## src/rtl/hrs_pkg.sv

```systemverilog
// shared constants for the harmonic rate selector
`timescale 1ns / 1ps
package hrs_pkg;

  // storage sizes
  localparam int TRACE_DEPTH = 5;
  localparam int MAX_STREAMS = 16;

  // ring and table index widths
  localparam int TRACE_AW = (TRACE_DEPTH > 1) ? $clog2(TRACE_DEPTH) : 1;
  localparam int TRACE_CW = $clog2(TRACE_DEPTH + 1);
  localparam int TBL_AW   = (MAX_STREAMS > 1) ? $clog2(MAX_STREAMS) : 1;
  localparam int TBL_CW   = $clog2(MAX_STREAMS + 1);

  // data widths
  localparam int RATE_W  = 32;
  localparam int INDEX_W = 4;
  localparam int SCNT_W  = 5;

  // fixed point reciprocal, 56 fraction bits
  localparam int RECIP_SHIFT = 56;

  // shared divider: 60 bit operands, two quotient bits per cycle
  localparam int DIV_W     = 60;
  localparam int DIV_STEP  = 2;
  localparam int DIV_ITERS = DIV_W / DIV_STEP;
  localparam int DIV_CW    = $clog2(DIV_ITERS + 1);

  // distance limit for a stream to qualify
  localparam logic [RATE_W-1:0] DIST_LIMIT = 32'h1FFF_FFFF;

  // item modes
  localparam logic [1:0] MODE_SAMPLE = 2'd0;
  localparam logic [1:0] MODE_TABLE  = 2'd1;
  localparam logic [1:0] MODE_SELECT = 2'd2;

endpackage

```

## src/rtl/hrs_ram.sv

```systemverilog
// generic single write port ram with registered read
`timescale 1ns / 1ps
module hrs_ram #(
  parameter int WIDTH = 32,
  parameter int DEPTH = 16,
  parameter int AW    = (DEPTH > 1) ? $clog2(DEPTH) : 1
) (
  input  logic             clk,
  input  logic             we,
  input  logic [AW-1:0]    waddr,
  input  logic [WIDTH-1:0] wdata,
  input  logic [AW-1:0]    raddr,
  output logic [WIDTH-1:0] rdata
);

  logic [WIDTH-1:0] mem [DEPTH];
  logic [WIDTH-1:0] rdata_r;

  // write port and registered read port
  always_ff @(posedge clk) begin
    if (we) begin
      mem[waddr] <= wdata;
    end
    rdata_r <= mem[raddr];
  end

  assign rdata = rdata_r;

endmodule

```

## src/rtl/hrs_div.sv

```systemverilog
// iterative restoring divider, two quotient bits per cycle
`timescale 1ns / 1ps
module hrs_div
  import hrs_pkg::*;
(
  input  logic             clk,
  input  logic             rst_n,
  input  logic             go,
  input  logic [DIV_W-1:0] dividend,
  input  logic [DIV_W-1:0] divisor,
  output logic             done,
  output logic [DIV_W-1:0] quotient
);

  logic [DIV_W:0]    rem_r, rem_nxt;
  logic [DIV_W-1:0]  quo_r, quo_nxt;
  logic [DIV_W-1:0]  dvs_r;
  logic [DIV_CW-1:0] cnt_r;
  logic              run_r;
  logic              done_r;

  // two shift and subtract steps on the partial remainder
  always_comb begin
    rem_nxt = rem_r;
    quo_nxt = quo_r;
    for (int s = 0; s < DIV_STEP; s++) begin
      rem_nxt = {rem_nxt[DIV_W-1:0], quo_nxt[DIV_W-1]};
      quo_nxt = {quo_nxt[DIV_W-2:0], 1'b0};
      if (rem_nxt >= {1'b0, dvs_r}) begin
        rem_nxt    = rem_nxt - {1'b0, dvs_r};
        quo_nxt[0] = 1'b1;
      end
    end
  end

  // iteration control
  always_ff @(posedge clk) begin
    if (!rst_n) begin
      run_r  <= 1'b0;
      done_r <= 1'b0;
      cnt_r  <= '0;
    end else begin
      done_r <= 1'b0;
      if (go) begin
        run_r <= 1'b1;
        cnt_r <= '0;
      end else if (run_r) begin
        cnt_r <= cnt_r + 1'b1;
        if (cnt_r == DIV_CW'(DIV_ITERS - 1)) begin
          run_r  <= 1'b0;
          done_r <= 1'b1;
        end
      end
    end
  end

  // datapath
  always_ff @(posedge clk) begin
    if (go) begin
      rem_r <= '0;
      quo_r <= dividend;
      dvs_r <= divisor;
    end else if (run_r) begin
      rem_r <= rem_nxt;
      quo_r <= quo_nxt;
    end
  end

  assign done     = done_r;
  assign quotient = quo_r;

endmodule

```

## src/rtl/harmonic_rate_selector_top.sv

```systemverilog
// top level of the harmonic rate selector
`timescale 1ns / 1ps
// Sample and table-write items are accepted while idle and busy stays low after them.
// A select item with an empty ring gives its result on the next cycle. Otherwise
// it reads each stored sample from the ring and forms its reciprocal in the
// shared two-bit-per-cycle divider, then does the final division, then scans
// each table entry (one ram read, one compare) and finishes; busy is high for
// that time. The result appears for one cycle with out_valid in the cycle after
// the finishing step and cannot be held off.
module harmonic_rate_selector_top
  import hrs_pkg::*;
(
  input  logic                clk,
  input  logic                rst_n,
  input  logic                start,
  output logic                busy,
  input  logic [1:0]          in_mode,
  input  logic [RATE_W-1:0]   in_sample_rate,
  input  logic [3:0]          in_table_slot,
  input  logic [RATE_W-1:0]   in_slot_bandwidth,
  input  logic                cfg_we,
  input  logic [SCNT_W-1:0]   cfg_wdata,
  output logic                out_valid,
  output logic [INDEX_W-1:0]  out_chosen_index,
  output logic [RATE_W-1:0]   out_predicted_rate,
  output logic                out_trace_empty
);

  localparam logic [3:0] ST_IDLE  = 4'd0;
  localparam logic [3:0] ST_RRD   = 4'd1;
  localparam logic [3:0] ST_RDATA = 4'd2;
  localparam logic [3:0] ST_RDIV  = 4'd3;
  localparam logic [3:0] ST_QGO   = 4'd4;
  localparam logic [3:0] ST_QDIV  = 4'd5;
  localparam logic [3:0] ST_TRD   = 4'd6;
  localparam logic [3:0] ST_TCMP  = 4'd7;
  localparam logic [3:0] ST_FIN   = 4'd8;

  logic [3:0]          state_r, state_nxt;
  logic [SCNT_W-1:0]   stream_count_r;
  logic [TRACE_CW-1:0] sample_count_r;
  logic [TRACE_AW-1:0] write_pointer_r;
  logic [TRACE_CW-1:0] ring_idx_r, ring_idx_nxt;
  logic [TBL_CW-1:0]   tbl_idx_r, tbl_idx_nxt;
  logic [TBL_CW-1:0]   scan_n;
  logic [DIV_W-1:0]    sum_r, sum_nxt;
  logic [RATE_W-1:0]   pred_r, pred_nxt;
  logic [RATE_W-1:0]   best_r, best_nxt;
  logic [INDEX_W-1:0]  choice_r, choice_nxt;
  logic                out_valid_r, out_valid_nxt;
  logic [INDEX_W-1:0]  out_index_r, out_index_nxt;
  logic [RATE_W-1:0]   out_rate_r, out_rate_nxt;
  logic                out_empty_r, out_empty_nxt;

  logic                accept;
  logic                ring_we;
  logic [RATE_W-1:0]   ring_rdata;
  logic                tbl_we;
  logic [RATE_W-1:0]   tbl_rdata;
  logic                div_go;
  logic [DIV_W-1:0]    div_dividend, div_divisor, div_quotient;
  logic                div_done;
  logic [RATE_W-1:0]   tbl_dist;
  logic [RATE_W-1:0]   pred_sat;

  assign busy   = (state_r != ST_IDLE);
  assign accept = start && !busy;

  // write side of both stores
  assign ring_we = accept && (in_mode == MODE_SAMPLE) && (in_sample_rate != '0);
  assign tbl_we  = accept && (in_mode == MODE_TABLE) && (int'(in_table_slot) < MAX_STREAMS);

  hrs_ram #(
    .WIDTH (RATE_W),
    .DEPTH (TRACE_DEPTH),
    .AW    (TRACE_AW)
  ) u_ring (
    .clk   (clk),
    .we    (ring_we),
    .waddr (write_pointer_r),
    .wdata (in_sample_rate),
    .raddr (ring_idx_r[TRACE_AW-1:0]),
    .rdata (ring_rdata)
  );

  hrs_ram #(
    .WIDTH (RATE_W),
    .DEPTH (MAX_STREAMS),
    .AW    (TBL_AW)
  ) u_table (
    .clk   (clk),
    .we    (tbl_we),
    .waddr (TBL_AW'(in_table_slot)),
    .wdata (in_slot_bandwidth),
    .raddr (tbl_idx_r[TBL_AW-1:0]),
    .rdata (tbl_rdata)
  );

  // shared divider: reciprocals, then the final quotient
  assign div_go = (state_r == ST_RDATA) || (state_r == ST_QGO);
  assign div_dividend = (state_r == ST_QGO) ?
                        (DIV_W'(sample_count_r) << RECIP_SHIFT) :
                        (DIV_W'(1) << RECIP_SHIFT);
  assign div_divisor  = (state_r == ST_QGO) ? sum_r : DIV_W'(ring_rdata);

  hrs_div u_div (
    .clk      (clk),
    .rst_n    (rst_n),
    .go       (div_go),
    .dividend (div_dividend),
    .divisor  (div_divisor),
    .done     (div_done),
    .quotient (div_quotient)
  );

  // number of table entries to scan
  assign scan_n = (int'(stream_count_r) > MAX_STREAMS) ? TBL_CW'(MAX_STREAMS)
                                                        : TBL_CW'(stream_count_r);

  // saturated prediction and distance to the current table entry
  assign pred_sat = (div_quotient[DIV_W-1:RATE_W] != '0) ? '1
                                                          : div_quotient[RATE_W-1:0];
  assign tbl_dist = (tbl_rdata >= pred_r) ? (tbl_rdata - pred_r) : (pred_r - tbl_rdata);

  // sequencer
  always_comb begin
    state_nxt     = state_r;
    ring_idx_nxt  = ring_idx_r;
    tbl_idx_nxt   = tbl_idx_r;
    sum_nxt       = sum_r;
    pred_nxt      = pred_r;
    best_nxt      = best_r;
    choice_nxt    = choice_r;
    out_valid_nxt = 1'b0;
    out_index_nxt = out_index_r;
    out_rate_nxt  = out_rate_r;
    out_empty_nxt = out_empty_r;
    unique case (state_r)
      ST_IDLE: begin
        if (accept && (in_mode == MODE_SELECT)) begin
          if (sample_count_r == '0) begin
            out_valid_nxt = 1'b1;
            out_index_nxt = '0;
            out_rate_nxt  = '0;
            out_empty_nxt = 1'b1;
          end else begin
            ring_idx_nxt = '0;
            sum_nxt      = '0;
            state_nxt    = ST_RRD;
          end
        end
      end
      ST_RRD: begin
        state_nxt = ST_RDATA;
      end
      ST_RDATA: begin
        state_nxt = ST_RDIV;
      end
      ST_RDIV: begin
        if (div_done) begin
          sum_nxt      = sum_r + div_quotient;
          ring_idx_nxt = ring_idx_r + 1'b1;
          state_nxt    = (ring_idx_nxt == sample_count_r) ? ST_QGO : ST_RRD;
        end
      end
      ST_QGO: begin
        state_nxt = ST_QDIV;
      end
      ST_QDIV: begin
        if (div_done) begin
          pred_nxt    = pred_sat;
          best_nxt    = DIST_LIMIT;
          choice_nxt  = '0;
          tbl_idx_nxt = '0;
          state_nxt   = (scan_n == '0) ? ST_FIN : ST_TRD;
        end
      end
      ST_TRD: begin
        state_nxt = ST_TCMP;
      end
      ST_TCMP: begin
        if (tbl_dist < best_r) begin
          best_nxt   = tbl_dist;
          choice_nxt = INDEX_W'(tbl_idx_r);
        end
        tbl_idx_nxt = tbl_idx_r + 1'b1;
        state_nxt   = (tbl_idx_nxt == scan_n) ? ST_FIN : ST_TRD;
      end
      ST_FIN: begin
        out_valid_nxt = 1'b1;
        out_index_nxt = choice_r;
        out_rate_nxt  = pred_r;
        out_empty_nxt = 1'b0;
        state_nxt     = ST_IDLE;
      end
      default: begin
        state_nxt = ST_IDLE;
      end
    endcase
  end

  // control registers
  always_ff @(posedge clk) begin
    if (!rst_n) begin
      state_r         <= ST_IDLE;
      stream_count_r  <= SCNT_W'(1);
      sample_count_r  <= '0;
      write_pointer_r <= '0;
      out_valid_r     <= 1'b0;
    end else begin
      state_r     <= state_nxt;
      out_valid_r <= out_valid_nxt;
      if (cfg_we) begin
        stream_count_r <= cfg_wdata;
      end
      // ring bookkeeping for a stored sample
      if (ring_we) begin
        write_pointer_r <= (int'(write_pointer_r) == TRACE_DEPTH - 1) ? '0
                                                                       : write_pointer_r + 1'b1;
        if (int'(sample_count_r) < TRACE_DEPTH) begin
          sample_count_r <= sample_count_r + 1'b1;
        end
      end
    end
  end

  // working and result registers
  always_ff @(posedge clk) begin
    ring_idx_r  <= ring_idx_nxt;
    tbl_idx_r   <= tbl_idx_nxt;
    sum_r       <= sum_nxt;
    pred_r      <= pred_nxt;
    best_r      <= best_nxt;
    choice_r    <= choice_nxt;
    out_index_r <= out_index_nxt;
    out_rate_r  <= out_rate_nxt;
    out_empty_r <= out_empty_nxt;
  end

  assign out_valid          = out_valid_r;
  assign out_chosen_index   = out_index_r;
  assign out_predicted_rate = out_rate_r;
  assign out_trace_empty    = out_empty_r;

endmodule
```

## config.mk

```make
export PLATFORM = sky130hd
export DESIGN_NAME = harmonic_rate_selector_top
export DESIGN_NICKNAME = d
export VERILOG_FILES = /design/src/rtl/hrs_pkg.sv /design/src/rtl/hrs_ram.sv /design/src/rtl/hrs_div.sv /design/src/rtl/harmonic_rate_selector_top.sv
export SDC_FILE = /design/constraint.sdc
export NUM_CORES = 2
export LEC_CHECK = 0
export BUFFER_PORTS_ARGS = -buffer_cell sky130_fd_sc_hd__clkbuf_2
export CAP_MARGIN = 20
export CORE_ASPECT_RATIO = 0.8
export CORE_MARGIN = 4
export CORE_UTILIZATION = 41
export DETAILED_ROUTE_END_ITERATION = 16
export GPL_TIMING_DRIVEN = 0
export PLACE_DENSITY_LB_ADDON = 0.05
export SETUP_SLACK_MARGIN = 0.1
export SYNTH_ARGS = -nofsm -noshare
export SYNTH_HDL_FRONTEND = slang
export SYNTH_SLANG_ARGS = --single-unit
```

## constraint.sdc

```tcl
create_clock -name clk -period 9.24 [get_ports clk]
set_clock_uncertainty 0.15 [all_clocks]
set_input_delay 1.848 -clock clk [delete_from_list [all_inputs] [get_ports clk]]
set_output_delay 1.848 -clock clk [all_outputs]
set_load 0.02 [all_outputs]
```

Word level (Yosys, flattened, before mapping) --
Memories as Yosys holds them, arrays and structs flattened. A register that Yosys moved wholly into a read port is not among the register bits. Cells that the tools add are included.
Operators by class: reductions and logical operators 27, add/sub/neg operators 10, $lt $le $gt $ge 6, bitwise gates (word level) 2, muxes and demuxes 55, eq/ne operators 20
Operator list (number):
- $mux W60 | 7
- $mux W32 | 6
- $pmux W32 S2 | 2
- $ge A61 B60 Y1 | 2
- $pmux W60 S2 | 1
- $sub A60 B60 Y60 | 2
- $sub A32 B32 Y32 | 2
- $add A60 B60 Y60 | 1
- $mux W59 | 1
- $mux W4 | 10
- $ge A32 B32 Y1 | 1
- $lt A32 B32 Y1 | 1
- $pmux W4 S8 | 1
- $reduce_bool A32 Y1 | 1
- $reduce_bool A28 Y1 | 1
- $eq A4 B3 Y1 const B | 4
- $pmux W4 S2 | 2
- $mux W3 | 5
- $mux W1 | 14
- $add A5 B1 Y5 const B | 2
- $mux W5 | 2
- $pmux W5 S2 | 1
- $add A3 B1 Y3 const B | 3
- $eq A4 B2 Y1 const B | 2
- 29 further kinds | 46
Word-level totals: output and inout bits 39, bits in writable memories 672, memories 2, logic and storage cells 143, input port bits 79, register bits 376
Memory list:
- u_table.mem | depth 16, bits a word 32, read ports 1, clocked after memory_dff 1, write ports 1, RTL line hrs_ram.sv:16 | logic [WIDTH-1:0] mem [DEPTH];
- u_ring.mem | depth 5, bits a word 32, read ports 1, clocked after memory_dff 1, write ports 1, RTL line hrs_ram.sv:16

Logic depth before layout (Yosys ltp) --
depth after elaboration 7, gate-level depth with buffers 31, gate-level depth less buffers 27

Hierarchy --
From an unflattened synthesis, not the netlist that was laid out.
Second synthesis, totals: cells, all modules 4646, area, all modules 57924.3 um^2
By module, submodules not included:
- hrs_ram (u_table) | area an instance 19835.3 um^2, times used 1, cells an instance 838, seq. area each 16015.4 um^2
- harmonic_rate_selector_top | area an instance 15941.5 um^2, times used 1, cells an instance 1756, seq. area each 5515.3 um^2
- hrs_div | area an instance 15237.1 um^2, times used 1, cells an instance 1671, seq. area each 4944.7 um^2
- hrs_ram (u_ring) | area an instance 6910.4 um^2, times used 1, cells an instance 381, seq. area each 5445.2 um^2

Worst setup path after synthesis --
OpenSTA, ideal clock, no wires.
path type reg2reg, from register pred_r[13], to register best_r[0], enable pin, arrival 7.203 ns, cell stages (with the launch flop) 26, data required time 8.611 ns, period minus slack after synthesis 7.832 ns, path buffers 2, slack 1.408 ns, setup time 0.479 ns, cell sequence edfxtp_1 inv_1 ha_1 clkbuf_1 a21o_1 a21o_1 a221oi_1 o21ai_0 a21o_1 a2111o_1 nand2_2 buf_1 mux2_2 ha_1 a21boi_0 o21a_1 o21a_1 o21a_1 o21ai_0 nand2b_1 a211oi_1 o21ai_0 nand4_1 a311o_1 a211oi_1 o21ai_0
Between the ends: word-level cells in the longest chain between the ends 5, elaborated cells between the ends (all ways) 7, those cells by class add/sub: 2; order compare: 2; eq/ne: 1; mux: 1; reduce/logical: 1
RTL lines:
- start: declaration | RTL line harmonic_rate_selector_top.sv:47 | logic [RATE_W-1:0] pred_r, pred_nxt;
- start signal: assignment | RTL line harmonic_rate_selector_top.sv:232 | pred_r <= pred_nxt;
- $ge A32 B32 Y1 | RTL line harmonic_rate_selector_top.sv:123 | assign tbl_dist = (tbl_rdata >= pred_r) ? (tbl_rdata - pred_r) : (pred_r - tbl_rdata);
- $mux W32 | RTL line harmonic_rate_selector_top.sv:123
- via tbl_dist[1] | RTL line harmonic_rate_selector_top.sv:63 | logic [RATE_W-1:0] tbl_dist;
- $lt A32 B32 Y1 | RTL line harmonic_rate_selector_top.sv:182 | if (tbl_dist < best_r) begin
- $ne A2 B2 Y1 (no line)
- $reduce_and A3 Y1 (no line)
- end signal: assignment | RTL line harmonic_rate_selector_top.sv:233 | best_r <= best_nxt;
- end: declaration | RTL line harmonic_rate_selector_top.sv:48 | logic [RATE_W-1:0] best_r, best_nxt;
The timed path passes the listed nets, and every way through them passes these cells. A chain may end at the register's enable or synchronous reset.

Worst setup path after layout --
from register u_div.dvs_r[20], to register u_div.rem_r[50]
Between the ends: word-level cells in the longest chain between the ends 4, elaborated cells between the ends (all ways) 6, those cells by class add/sub: 2; order compare: 2; mux: 2
RTL lines:
- start: declaration | RTL line hrs_div.sv:17 | logic [DIV_W-1:0] dvs_r;
- start signal: assignment | RTL line hrs_div.sv:62 | dvs_r <= divisor;
- $sub A60 B60 Y60 / $ge A61 B60 Y1 (equally long branches) | RTL line hrs_div.sv:30, hrs_div.sv:29
- $mux W60 | RTL line hrs_div.sv:29 | if (rem_nxt >= {1'b0, dvs_r}) begin
- $sub A60 B60 Y60 / $ge A61 B60 Y1 (equally long branches) | RTL line hrs_div.sv:30, hrs_div.sv:29
- $mux W60 * | RTL line hrs_div.sv:29
- end signal: assignment | RTL line hrs_div.sv:64 | rem_r <= rem_nxt;
- end: declaration | RTL line hrs_div.sv:15 | logic [DIV_W:0] rem_r, rem_nxt;
Every way passes the cells marked *; elsewhere a longest branch is shown, timed or not.

==> results.toml <==
[outcome]
status = "finished, final reports clean"

[route]
vias_per_cell = 5.635
wire_per_inst_um = 26.00
finalWirelength_um = 173300
drt_iter0_drc = 3599
dr.pass1.iters = 5
antenna_left = 0
vias = 37550
drc = 0

[power_and_ir_drop]
p_int_mw = 10.16
p_clk_share_pct = 29.5
vdd_drop_max_mv = 0.2626
swShare_pct = 34.88
finalPower_mw = 15.61
p_switching_mw = 5.445
seqPwrFrac_pct = 36.8
comb_power_share_pct = 33.8
powerDensity_nw_per_um2 = 242.6
p_leak_nw = 24.00

[die]
row_count = 121
fp.coreArea_um2 = 136400
die_area_um2 = 143600
die_w_um = 422.7
initial_core_util_pct = 41.36
fp.dieH_um = 339.8
io_pins = 118

[clocking]
htreeDepth = 3
cts.repair.resized = 3
cts_tree = "done"
clk_path_buf_depth = 3
cts_hold_buffers = 0
worst_skew_pair.late_latency_ns = 0.77
cts_inserted_buffers = 114
cts_setup_buffers = 0
path_clk_slew_ns = 0.06
numClockSinks = 1112
cts-root-buf = "clkbuf_16"

[layout]
final_util_pct = 47.16
syn2layout_area_growth_pct = 14.02
multiInputGateArea_um2 = 22960
fillerInstances = 12240
final_cell_area_um2 = 64330
layout_commonest_cell = "edfxtp_1"
final_net_count = 5079
fin_cells = 6665
final_layout_size_suffix_gt1_share_pct = 14.97
seqCellArea_um2 = 31920
final_cell_mix = "965 x edfxtp_1, 364 x a21oi_1, 281 x ha_1, 278 x nor2_1, 238 x inv_1"

[critical_path]
cp-startpoint = "u_div.dvs_r[20]"
cp_max_fo = 10
cp.arrival_ns = 9.15
end_kind = "register"
r2r_slack_ns = 0.50
r2r-start = "u_div.dvs_r[20]"
critPathMaxStageDelay_ns = 0.47
startpoint_type = "register"
required_ns = 9.65
criticalPathCategory = "register to register"
slowest_stage = "mux2i_2"

[placement]
dpl.cell_count = 6436
place_area_um2 = 60470
pre_cts_ws_ns = -0.1396
hpwl_um = 131400
portBuffers = 116
gp_congestion = 0.9470

[sta]
timing.fmax_ghz = 0.1145
maxSlewHeadroom_pct = 24.74
fin_crit_sh_pct = 94.55
hold_violations = 0
min_period_ns = 8.736
drv_slew = 0
setup_viol = 0
rsz0062_at_grt = "no"
hold_ws_ns = 0.3170
fin_ws_ns = 0.5036
tightest_slew_ns = 1.129
setup_tns_ns = 0

[logic_synthesis]
synthDistinctLibCells = 81
syn_area_um2 = 56420
async_reset_ff_share_pct = 0
synth_nets = 4770
syn_avg_cell_area_um2 = 12.81
synthCells = 4405
ys.flop_type = "edfxtp_1"
synth_edf_count = 965
ys_ff_latch = 1112
ys_warn_count = 0
ys_seq_area_share_pct = 56.58

[flow_run]
max-cap-violations = 0

[global_route]
grtUsageTotal_pct = 23.69
grt_pass1_wl_um = 250500
grt_max_degree = 61
antenna_found_initial = 19
grt_pass1_vias = 35830
grt-ovfl-total = 0

[worst_hold_path]
min_from = "u_ring.mem[4][23]"
hold_path.class = "register to register"
[state kept, by name, summed over array words and instances, names as in the netlist, 60 cells and up]
| name | flops |
|---|---|
| u_div.quotient | 60 |
| u_div.rem_r | 60 |
| u_ring.mem | 160 |
| sum_r | 60 |
| u_table.mem | 512 |
| u_div.dvs_r | 60 |
[worst paths after layout]
path / end / cells after the start
min: u_ring.rdata[23] / 1
max: u_div.rem_r[50] / 28
min reg2reg: u_ring.rdata[23] / 1
max reg2reg: u_div.rem_r[50] / 28
[routing by layer]
layer / share of wire, % / vias to the layer above / wire, um / GRT usage, %
li1: - / 17370 / - / -
met1: 49 / 18770 / 85580 / 37.67
met2: 40 / 1233 / 69460 / 32.02
met3: 8.8 / 178 / 15160 / 6.546
met4: 1.8 / 6 / 3037 / 4.463
met5: 0.024 / - / 41 / 0
[logic make-up after synthesis]
kind of cell             Yosys count  synth area share, %
AO/OA/AOI/OAI                   1013                11.18
multiplexers                     351                10.68
flip-flops                      1112                56.58
AND/OR/NAND/NOR                  996                8.793
adder cells (fa/ha/maj)          286                6.409
buffers and inverters            436                3.085
XOR/XNOR                         211                3.275
[Yosys cell counts (all sizes together), types with 32 or more instances]
master  instances  share of area [%]
xnor2         131                2.0
nor2          290                1.9
inv           240                1.6
nor2b          32               0.35
nor3           47               0.42
mux2           88                1.8
o21ai         220                2.0
buf            47               0.49
a21o          137                1.8
or3            41               0.45
nand3          52               0.47
o21a           32               0.43
a21oi         367                3.3
and3           67               0.74
dfxtp         147                5.2
clkbuf        149               0.99
ha            281                6.2
o21bai         58               0.77
nand4          63               0.70
nand2         194                1.3
mux4          192                7.7
and2           88               0.98
mux2i          71                1.3
nand2b         55               0.61
edfxtp        965                 51
xor2           80                1.2
[cell type report]
type,count,share of cell area [%]
Tap cell,1845,3.588
Buffer,196,1.317
Inverter,240,1.404
Clock buffer,169,4.975
Timing Repair Buffer,193,2.585
Antenna cell,5,0.01945
Multi-Input combinational cell,2857,35.69
Clock inverter,48,0.7994
Sequential cell,1112,49.62
[power groups by stage]
stage	clock (mW)	combinational (mW)	sequential, mW
after floorplan	0	3.72	5.79
after global placement	0	5.09	5.84
after detailed placement	0	5.08	5.84
after CTS	4.72	5.12	5.73
after global routing	4.94	5.71	5.75
final	4.60	5.27	5.74
[worst max-delay path, delay by kind of cell (launching register included)]
family          cells  cell delay, ns
compound gates     12            3.13
fa+ha+maj           2            0.67
buf+inv             7            1.90
flops               1            0.33
mux                 1            0.47
simple gates        6            1.85
Power figures use the tool's default switching activity.
